`src/rtl/bee_pkg.sv`:
```
// Package: shared constants, codes and types of the boolean expression evaluator.
`timescale 1ns / 1ps
package bee_pkg;

  localparam int STACK_DEPTH = 64;
  localparam int PTR_W       = $clog2(STACK_DEPTH);
  localparam int CNT_W       = $clog2(STACK_DEPTH + 1);

  localparam logic [7:0] CH_ZERO  = 8'h30;
  localparam logic [7:0] CH_ONE   = 8'h31;
  localparam logic [7:0] CH_NOT   = 8'h21;
  localparam logic [7:0] CH_AND   = 8'h26;
  localparam logic [7:0] CH_OR    = 8'h7c;
  localparam logic [7:0] CH_OPEN  = 8'h28;
  localparam logic [7:0] CH_CLOSE = 8'h29;

  typedef enum logic [1:0] {
    OP_PAREN = 2'd0,
    OP_NOT   = 2'd1,
    OP_AND   = 2'd2,
    OP_OR    = 2'd3
  } op_t;

  typedef enum logic [1:0] {
    ERR_NONE      = 2'd0,
    ERR_MALFORMED = 2'd1,
    ERR_OVERFLOW  = 2'd2
  } err_t;

  typedef enum logic [2:0] {
    ST_IDLE,
    ST_DISPATCH,
    ST_RED_CHECK,
    ST_RED_APPLY,
    ST_POP_APPLY,
    ST_FINISH
  } state_t;

  typedef enum logic [1:0] {
    AFT_PUSH,
    AFT_CLOSE,
    AFT_END
  } after_t;

endpackage

```
`src/rtl/bee_sym_if.sv`:
```
// Interface: input channel carrying one expression character per transaction.
`timescale 1ns / 1ps
interface bee_sym_if;
  logic       valid;
  logic       ready;
  logic [7:0] symbol;
  logic       last_symbol;

  modport source (output valid, output symbol, output last_symbol, input ready);
  modport sink (input valid, input symbol, input last_symbol, output ready);
endinterface

```
`src/rtl/bee_res_if.sv`:
```
// Interface: result channel carrying the value and status of one expression.
`timescale 1ns / 1ps
interface bee_res_if;
  logic       valid;
  logic       ready;
  logic       value;
  logic [1:0] status;

  modport source (output valid, output value, output status, input ready);
  modport sink (input valid, input value, input status, output ready);
endinterface

```
`src/rtl/bee_ram.sv`:
```
// Generic single-write, single-read RAM with registered read data.
`timescale 1ns / 1ps
module bee_ram #(
  parameter int WIDTH = 1,
  parameter int DEPTH = 64
) (
  input  logic                     clk,
  input  logic                     we,
  input  logic [$clog2(DEPTH)-1:0] waddr,
  input  logic [WIDTH-1:0]         wdata,
  input  logic [$clog2(DEPTH)-1:0] raddr,
  output logic [WIDTH-1:0]         rdata
);
  logic [WIDTH-1:0] mem [DEPTH];
  logic [WIDTH-1:0] rdata_r;

  always_ff @(posedge clk) begin
    if (we) begin
      mem[waddr] <= wdata;
    end
    rdata_r <= mem[raddr];
  end

  assign rdata = rdata_r;
endmodule

```
`src/rtl/boolean_expression_evaluator.sv`:
```
// Top level: shunting-yard boolean expression evaluator with memory-backed stacks.
// Sequencing: a literal, '(', '!' or other character goes through DISPATCH and back to IDLE.
// '&', '|' also pass RED_CHECK, ')' also POP_APPLY; a RED_APPLY per operator reduced (shared step).
// Last character: final reductions, then FINISH loads the result (direct on error) + out stall.
// Flow: one character at a time; the next is accepted only once back in IDLE.
// Reset (rst_n, synchronous): returns to IDLE, clears counts, error and output valid; stacks stay as is.
`timescale 1ns / 1ps
module boolean_expression_evaluator (
  input  logic clk,
  input  logic rst_n,
  bee_sym_if.sink   in_ch,
  bee_res_if.source out_ch
);
  import bee_pkg::*;

  state_t           state_r, state_nxt;
  logic [7:0]       sym_r, sym_nxt;
  logic             last_r, last_nxt;
  op_t              limit_r, limit_nxt;
  after_t           after_r, after_nxt;
  op_t              push_code_r, push_code_nxt;
  logic [CNT_W-1:0] op_cnt_r, op_cnt_nxt;
  logic [CNT_W-1:0] val_cnt_r, val_cnt_nxt;
  op_t              op_top_r, op_top_nxt;
  logic             val_top_r, val_top_nxt;
  err_t             err_r, err_nxt;
  logic             out_valid_r, out_valid_nxt;
  logic             out_value_r, out_value_nxt;
  err_t             out_status_r, out_status_nxt;

  logic             op_we, val_we;
  logic [1:0]       op_rdata;
  logic             val_rdata;
  logic [CNT_W-1:0] op_cnt_m1, op_cnt_m2, val_cnt_m1, val_cnt_m2;
  logic             push_op_req, push_val_req, push_val_bit, can_reduce;
  op_t              push_op_code;

  assign op_cnt_m1  = op_cnt_r - CNT_W'(1);
  assign op_cnt_m2  = op_cnt_r - CNT_W'(2);
  assign val_cnt_m1 = val_cnt_r - CNT_W'(1);
  assign val_cnt_m2 = val_cnt_r - CNT_W'(2);

  assign can_reduce = (err_r == ERR_NONE) && (op_cnt_r != '0) &&
                      (op_top_r != OP_PAREN) && (op_top_r <= limit_r);

  bee_ram #(.WIDTH(2), .DEPTH(STACK_DEPTH)) u_op_ram (
    .clk   (clk),
    .we    (op_we),
    .waddr (op_cnt_m1[PTR_W-1:0]),
    .wdata (op_top_r),
    .raddr (op_cnt_m2[PTR_W-1:0]),
    .rdata (op_rdata)
  );

  bee_ram #(.WIDTH(1), .DEPTH(STACK_DEPTH)) u_val_ram (
    .clk   (clk),
    .we    (val_we),
    .waddr (val_cnt_m1[PTR_W-1:0]),
    .wdata (val_top_r),
    .raddr (val_cnt_m2[PTR_W-1:0]),
    .rdata (val_rdata)
  );

  always_ff @(posedge clk) begin
    if (!rst_n) begin
      state_r     <= ST_IDLE;
      op_cnt_r    <= '0;
      val_cnt_r   <= '0;
      err_r       <= ERR_NONE;
      out_valid_r <= 1'b0;
    end else begin
      state_r     <= state_nxt;
      op_cnt_r    <= op_cnt_nxt;
      val_cnt_r   <= val_cnt_nxt;
      err_r       <= err_nxt;
      out_valid_r <= out_valid_nxt;
    end
  end

  always_ff @(posedge clk) begin
    sym_r        <= sym_nxt;
    last_r       <= last_nxt;
    limit_r      <= limit_nxt;
    after_r      <= after_nxt;
    push_code_r  <= push_code_nxt;
    op_top_r     <= op_top_nxt;
    val_top_r    <= val_top_nxt;
    out_value_r  <= out_value_nxt;
    out_status_r <= out_status_nxt;
  end

  always_comb begin
    state_nxt      = state_r;
    sym_nxt        = sym_r;
    last_nxt       = last_r;
    limit_nxt      = limit_r;
    after_nxt      = after_r;
    push_code_nxt  = push_code_r;
    op_cnt_nxt     = op_cnt_r;
    val_cnt_nxt    = val_cnt_r;
    op_top_nxt     = op_top_r;
    val_top_nxt    = val_top_r;
    err_nxt        = err_r;
    out_valid_nxt  = out_valid_r && !out_ch.ready;
    out_value_nxt  = out_value_r;
    out_status_nxt = out_status_r;
    op_we          = 1'b0;
    val_we         = 1'b0;
    push_op_req    = 1'b0;
    push_op_code   = OP_PAREN;
    push_val_req   = 1'b0;
    push_val_bit   = 1'b0;

    case (state_r)
      ST_IDLE: begin
        if (in_ch.valid) begin
          sym_nxt   = in_ch.symbol;
          last_nxt  = in_ch.last_symbol;
          state_nxt = ST_DISPATCH;
        end
      end
      ST_DISPATCH: begin
        if (err_r != ERR_NONE) begin
          state_nxt = last_r ? ST_FINISH : ST_IDLE;
        end else begin
          limit_nxt = OP_OR;
          after_nxt = AFT_END;
          state_nxt = last_r ? ST_RED_CHECK : ST_IDLE;
          case (sym_r)
            CH_ZERO: begin
              push_val_req = 1'b1;
              push_val_bit = 1'b0;
            end
            CH_ONE: begin
              push_val_req = 1'b1;
              push_val_bit = 1'b1;
            end
            CH_OPEN: begin
              push_op_req  = 1'b1;
              push_op_code = OP_PAREN;
            end
            CH_NOT: begin
              push_op_req  = 1'b1;
              push_op_code = OP_NOT;
            end
            CH_AND: begin
              limit_nxt     = OP_AND;
              after_nxt     = AFT_PUSH;
              push_code_nxt = OP_AND;
              state_nxt     = ST_RED_CHECK;
            end
            CH_OR: begin
              after_nxt     = AFT_PUSH;
              push_code_nxt = OP_OR;
              state_nxt     = ST_RED_CHECK;
            end
            CH_CLOSE: begin
              after_nxt = AFT_CLOSE;
              state_nxt = ST_RED_CHECK;
            end
            default: begin
            end
          endcase
        end
      end
      ST_RED_CHECK: begin
        if (can_reduce) begin
          state_nxt = ST_RED_APPLY;
        end else begin
          case (after_r)
            AFT_PUSH: begin
              if (err_r == ERR_NONE) begin
                push_op_req  = 1'b1;
                push_op_code = push_code_r;
              end
              limit_nxt = OP_OR;
              after_nxt = AFT_END;
              state_nxt = last_r ? ST_RED_CHECK : ST_IDLE;
            end
            AFT_CLOSE: begin
              limit_nxt = OP_OR;
              after_nxt = AFT_END;
              state_nxt = last_r ? ST_RED_CHECK : ST_IDLE;
              if (err_r == ERR_NONE) begin
                if (op_cnt_r == '0) begin
                  err_nxt = ERR_MALFORMED;
                end else begin
                  state_nxt = ST_POP_APPLY;
                end
              end
            end
            default: begin
              if (err_r == ERR_NONE &&
                  (op_cnt_r != '0 || val_cnt_r != CNT_W'(1))) begin
                err_nxt = ERR_MALFORMED;
              end
              state_nxt = ST_FINISH;
            end
          endcase
        end
      end
      ST_RED_APPLY: begin
        op_cnt_nxt = op_cnt_m1;
        op_top_nxt = op_t'(op_rdata);
        if (op_top_r == OP_NOT) begin
          if (val_cnt_r == '0) begin
            err_nxt = ERR_MALFORMED;
          end else begin
            val_top_nxt = !val_top_r;
          end
        end else begin
          if (val_cnt_r < CNT_W'(2)) begin
            err_nxt = ERR_MALFORMED;
          end else begin
            val_top_nxt = (op_top_r == OP_AND) ? (val_top_r & val_rdata)
                                               : (val_top_r | val_rdata);
            val_cnt_nxt = val_cnt_m1;
          end
        end
        state_nxt = ST_RED_CHECK;
      end
      ST_POP_APPLY: begin
        op_cnt_nxt = op_cnt_m1;
        op_top_nxt = op_t'(op_rdata);
        state_nxt  = last_r ? ST_RED_CHECK : ST_IDLE;
      end
      ST_FINISH: begin
        if (!out_valid_r || out_ch.ready) begin
          out_valid_nxt  = 1'b1;
          out_value_nxt  = (err_r == ERR_NONE) && val_top_r;
          out_status_nxt = err_r;
          op_cnt_nxt     = '0;
          val_cnt_nxt    = '0;
          err_nxt        = ERR_NONE;
          state_nxt      = ST_IDLE;
        end
      end
      default: begin
        state_nxt = ST_IDLE;
      end
    endcase

    if (push_val_req) begin
      if (val_cnt_r >= CNT_W'(STACK_DEPTH)) begin
        err_nxt = ERR_OVERFLOW;
      end else begin
        val_we      = (val_cnt_r != '0);
        val_top_nxt = push_val_bit;
        val_cnt_nxt = val_cnt_r + CNT_W'(1);
      end
    end
    if (push_op_req) begin
      if (op_cnt_r >= CNT_W'(STACK_DEPTH)) begin
        err_nxt = ERR_OVERFLOW;
      end else begin
        op_we      = (op_cnt_r != '0);
        op_top_nxt = push_op_code;
        op_cnt_nxt = op_cnt_r + CNT_W'(1);
      end
    end
  end

  assign in_ch.ready   = (state_r == ST_IDLE);
  assign out_ch.valid  = out_valid_r;
  assign out_ch.value  = out_value_r;
  assign out_ch.status = out_status_r;
endmodule

```
`src/flat_wrapper.sv`:
```
// flat-port wrapper written by rule: the top's interface ports become plain ports
module boolean_expression_evaluator_flat import bee_pkg::*;
  (clk, rst_n, in_ch_valid, in_ch_symbol, in_ch_last_symbol, in_ch_ready, out_ch_valid, out_ch_value, out_ch_status, out_ch_ready);
  bee_sym_if in_ch_i ();
  bee_res_if out_ch_i ();
  input  logic clk;
  input  logic rst_n;
  input wire logic [$bits(in_ch_i.valid)-1:0] in_ch_valid;
  input wire logic [$bits(in_ch_i.symbol)-1:0] in_ch_symbol;
  input wire logic [$bits(in_ch_i.last_symbol)-1:0] in_ch_last_symbol;
  output wire logic [$bits(in_ch_i.ready)-1:0] in_ch_ready;
  output wire logic [$bits(out_ch_i.valid)-1:0] out_ch_valid;
  output wire logic [$bits(out_ch_i.value)-1:0] out_ch_value;
  output wire logic [$bits(out_ch_i.status)-1:0] out_ch_status;
  input wire logic [$bits(out_ch_i.ready)-1:0] out_ch_ready;
  assign in_ch_i.valid = in_ch_valid;
  assign in_ch_i.symbol = in_ch_symbol;
  assign in_ch_i.last_symbol = in_ch_last_symbol;
  assign in_ch_ready = in_ch_i.ready;
  assign out_ch_valid = out_ch_i.valid;
  assign out_ch_value = out_ch_i.value;
  assign out_ch_status = out_ch_i.status;
  assign out_ch_i.ready = out_ch_ready;
  boolean_expression_evaluator u_core (.clk(clk), .rst_n(rst_n), .in_ch(in_ch_i), .out_ch(out_ch_i));
endmodule
```
`config.mk`:
```
export PLATFORM = sky130hd
export DESIGN_NAME = boolean_expression_evaluator_flat
export DESIGN_NICKNAME = d
export VERILOG_FILES = /design/src/rtl/bee_pkg.sv /design/src/rtl/bee_sym_if.sv /design/src/rtl/bee_res_if.sv /design/src/rtl/bee_ram.sv /design/src/rtl/boolean_expression_evaluator.sv /design/src/flat_wrapper.sv
export SDC_FILE = /design/constraint.sdc
export NUM_CORES = 1
export LEC_CHECK = 0
export ABC_AREA = 1
export BUFFER_PORTS_ARGS = -buffer_cell sky130_fd_sc_hd__buf_2
export CAP_MARGIN = 0
export CELL_PAD_IN_SITES_DETAIL_PLACEMENT = 1
export CELL_PAD_IN_SITES_GLOBAL_PLACEMENT = 2
export CORE_UTILIZATION = 43
export DETAILED_ROUTE_END_ITERATION = 12
export PLACE_DENSITY = 0.89
export SLEW_MARGIN = 20
export SYNTH_ARGS = -nofsm -noshare
export SYNTH_HDL_FRONTEND = slang
export SYNTH_SLANG_ARGS = --single-unit
```
`constraint.sdc`:
```
create_clock -name clk -period 5.45 [get_ports clk]
set_clock_uncertainty 0.15 [all_clocks]
set_input_delay 0.2725 -clock clk [delete_from_list [all_inputs] [get_ports clk]]
set_output_delay 0.2725 -clock clk [all_outputs]
set_load 0.1 [all_outputs]
```
==> impl_summary.log <==
[metrics] number of top-level design ports: 18
[metrics] layout overhead on the synthesized area: 10.9%
[metrics] Synthesized Nets: 1311
[metrics] required time of the critical path: 5.46 ns
[metrics] synthesized instance count: 1286
[metrics] cell area after synthesis: 11600 um^2
[metrics] Static Leak: 5.04 nW
[metrics] DRC violations left: 0
[metrics] core region area: 26200 um^2
[metrics] Clock Sink Count: 234
[metrics] highest cell delay on the worst timing path: 0.61 ns
[metrics] number of antenna violations at the first check in global routing: 0
[metrics] post-cts resize count: 0
[metrics] worst slew pin tran: 0.876 ns
[metrics] beginning of the worst hold path: in_ch_valid
[metrics] clock latency of the later-clocked register in the worst-skew pair: 0.54 ns
[metrics] GR Util All Layers: 0.229
[metrics] buffers and inverters on the worst path: 2
[metrics] Min-Delay Path Class: in -> reg
[metrics] Crit path top cell by count: sky130_fd_sc_hd__nand2_1
[metrics] die outline width: 166 um
[metrics] list of cells traversed by the critical path: inv_2 > ha_1 > inv_1 > nor2_1 > nand3_2 > nand2_1 > nand2_1 > nand2_4 > nand4_4 > nor3_1
[metrics] final count of hold timing violations: 0
[metrics] total setup violations reported at the end of the flow: 0
[metrics] Routed WL: 30900 um
[metrics] sequential area share after synthesis: 0.585
[metrics] library cell contributing the largest single delay on the critical path: sky130_fd_sc_hd__nor3_1
[metrics] top area cells in the synthesized netlist: sky130_fd_sc_hd__edfxtp_1 54%, sky130_fd_sc_hd__nand2_1 11%, sky130_fd_sc_hd__nand3_1 6.5%
[metrics] count of input and output buffers: 17
[metrics] final antenna-violating net count: 0
[metrics] clock-pin slew reported for the worst setup and hold paths after clock tree synthesis: 0.06 ns
[metrics] Crit Reg-Reg Startpoint: u_core.op_cnt_r[0]
[metrics] setup slack after layout: 2.40 ns
[metrics] buffer cell driving the clock tree root: sky130_fd_sc_hd__clkbuf_16
[metrics] global route total overflow: 0
[metrics] total via count after detailed routing: 8878
[metrics] NumNets Final: 1327
[metrics] number of synthesized register bits: 234
[metrics] worst path arrival time: 3.06 ns
[metrics] Die Height: 166 um
[metrics] number of synthesis warnings: 0
[metrics] TritonCTS Buffers: 27
[metrics] period utilization: 0.561
[metrics] largest net degree at the start of global routing: 69
[metrics] largest fanout on the critical path: 32
[metrics] Placer Congestion: 0.808
[metrics] buffer levels on the longest clock path: 3
[metrics] max-capacitance violation count: 0
[metrics] area of the die: 27600 um^2
[metrics] average vias per placed instance: 5.35
[metrics] critical path startpoint: u_core.op_cnt_r[0]
[metrics] initial core utilization: 0.442
[metrics] ant diodes: 0
[metrics] highest attainable clock frequency: 327 MHz
[metrics] P per Cell Area: 379 nW/um^2
[metrics] routed length per placed instance: 18.6 um
[metrics] HPWL after DPL: 19400 um
[metrics] category of the worst setup path launch point: flip-flop
[metrics] fin. max-slew vios: 0
[metrics] number of optimization iterations in the first detailed-route pass: 6
[metrics] average size of a mapped cell: 9.00 um^2
[metrics] # rows: 59
[metrics] most common library cell in the layout ignoring fill and taps: sky130_fd_sc_hd__nand2_1
[metrics] TritonCTS clock tree: built
[metrics] relative slew slack: 0.414
[metrics] maximum level of the CTS H-tree: 1
[metrics] Distinct cells, synth: 34
[metrics] Setup Crit Path Kind: reg -> reg
[metrics] highest-count cells in the layout ignoring fill and taps: 341 x sky130_fd_sc_hd__nand2_1, 208 x sky130_fd_sc_hd__edfxtp_1, 157 x sky130_fd_sc_hd__nor2_1, 151 x sky130_fd_sc_hd__nand3_1, 129 x sky130_fd_sc_hd__inv_1
[metrics] number of DRC markers in iteration 0: 574
[metrics] via count of the first global-routing pass: 9428
[metrics] cell family contributing the most delay on the critical path: simple AND/OR/NAND/NOR gates
[metrics] global-route wire length before repair: 50000 um
[metrics] fraction of post-synthesis cell area in the top cell type by area: 0.540
[metrics] power consumption: 4.87 mW
[metrics] RSZ-0062 raised after global routing: false
[metrics] CP Capture Type: flip-flop
[metrics] Worst IR Drop VDD: 0.000231 V
[metrics] fraction of final layout cells sized beyond drive strength 1: 0.0718
[metrics] Period minus WS final: 3.05 ns
[metrics] Post-Route Setup TNS: 0 ns
[metrics] dpl ws: 2.38 ns
[metrics] result of the run: finished, final reports clean
[metrics] largest area contributor in the synthesized netlist: sky130_fd_sc_hd__edfxtp_1
## stage by stage
| step | instance area, um^2 | hold WS [ns] | instances | utilization |
|---|---|---|---|---|
| CTS | 12800 | 0.0133 | 1658 | 0.490 |
| finish | 12800 | 0.0253 | 1658 | 0.490 |
| floorplan | 11600 | 0.221 | 1286 | - |
| global placement | 11900 | 0.299 | 1597 | 0.454 |
| detailed placement | 11900 | 0.301 | 1597 | 0.454 |
| global route | 12800 | 0.0916 | 1658 | 0.490 |
## what timing repair did
item / 4_1_cts / 5_1_grt
hold buffers: 11 / 0
endpoints found under the hold margin: 20 / 0
setup buffers: 0 / 0
## Yosys cell counts, drive strengths merged
cell type / number
nand2: 345
edfxtp: 208
nor2: 164
nand3: 160
inv: 133
nor3: 70
o21ai: 50
clkbuf: 33
a21oi: 28
dfxtp: 26
buf: 19
xor2: 19
ha: 12
nand4: 9
a22oi: 2
o22ai: 2
or2: 2
clkinv: 1
mux2i: 1
o211ai: 1
xnor2: 1
## per-layer routing
| metal | track usage | part of all wire | vias to the layer above |
|---|---|---|---|
| li1 | - | - | 4303 |
| met1 | 0.294 | 0.44 | 4423 |
| met2 | 0.408 | 0.51 | 106 |
| met3 | 0.0310 | 0.030 | 46 |
| met4 | 0.0589 | 0.018 | 0 |
| met5 | 0 | 0 | - |
## where the power goes
part	total [mW]	internal (mW)	leakage, nW	switching [mW]
logic	0.945	0.199	2.56	0.746
registers	2.21	2.17	2.07	0.0397
clock network	1.71	1.00	0.401	0.711
total	4.87	3.37	5.04	1.50
## tightest hold or removal path, cell delays in order
cell                      delay [ns]
sky130_fd_sc_hd__buf_2          0.09
sky130_fd_sc_hd__inv_1          0.07
sky130_fd_sc_hd__a21oi_1        0.07
sky130_fd_sc_hd__o21ai_0        0.08
sky130_fd_sc_hd__a21oi_1        0.07
## kinds of logic (layout without fill, tap and decap cells)
| group | count (synthesis) | in the layout | synth area share |
|---|---|---|---|
| DFF | 234 | 234 | 0.585 |
| AOI/OAI and AO/OA | 83 | 83 | 0.0371 |
| adders and majority gates | 12 | 12 | 0.0130 |
| xor gates and xnor gates | 20 | 20 | 0.0164 |
| muxes | 1 | 1 | 0.000865 |
| and+or+nand+nor | 750 | 750 | 0.282 |
| buffers and inverters | 186 | 223 | 0.0660 |
## worst paths after layout
check	endpoint	slack, ns	cells after the start
worst max-delay path	u_core.u_op_ram.mem[28][1]	2.40	10
worst max register to register	u_core.u_op_ram.mem[28][1]	2.40	10
worst min-delay path	u_core.state_r[0]	0.03	5
worst min register to register	u_core.out_ch.status[0]	0.36	0
## area by class of cell
class,instances,area [um^2]
sequential,234,6770
clock buffer,35,706
fill,3043,13400
multi-input combinational,866,4040
timing repair buffer,39,278
tap,335,419
clock inverter,15,118
inverter,134,503
## state kept, by name, indices dropped and copies added (netlist names), 2 cells and up
| name | cells |
|---|---|
| u_core.op_top_r | 2 |
| u_core.err_r | 2 |
| u_core.sym_r | 8 |
| u_core.after_r | 2 |
| u_core.state_r | 3 |
| u_core.out_ch.status | 2 |
| u_core.op_cnt_r | 7 |
| u_core.u_op_ram.rdata | 2 |
| u_core.val_cnt_r | 7 |
| u_core.u_val_ram.mem | 64 |
| u_core.u_op_ram.mem | 128 |
Power figures use the tool's default switching activity.
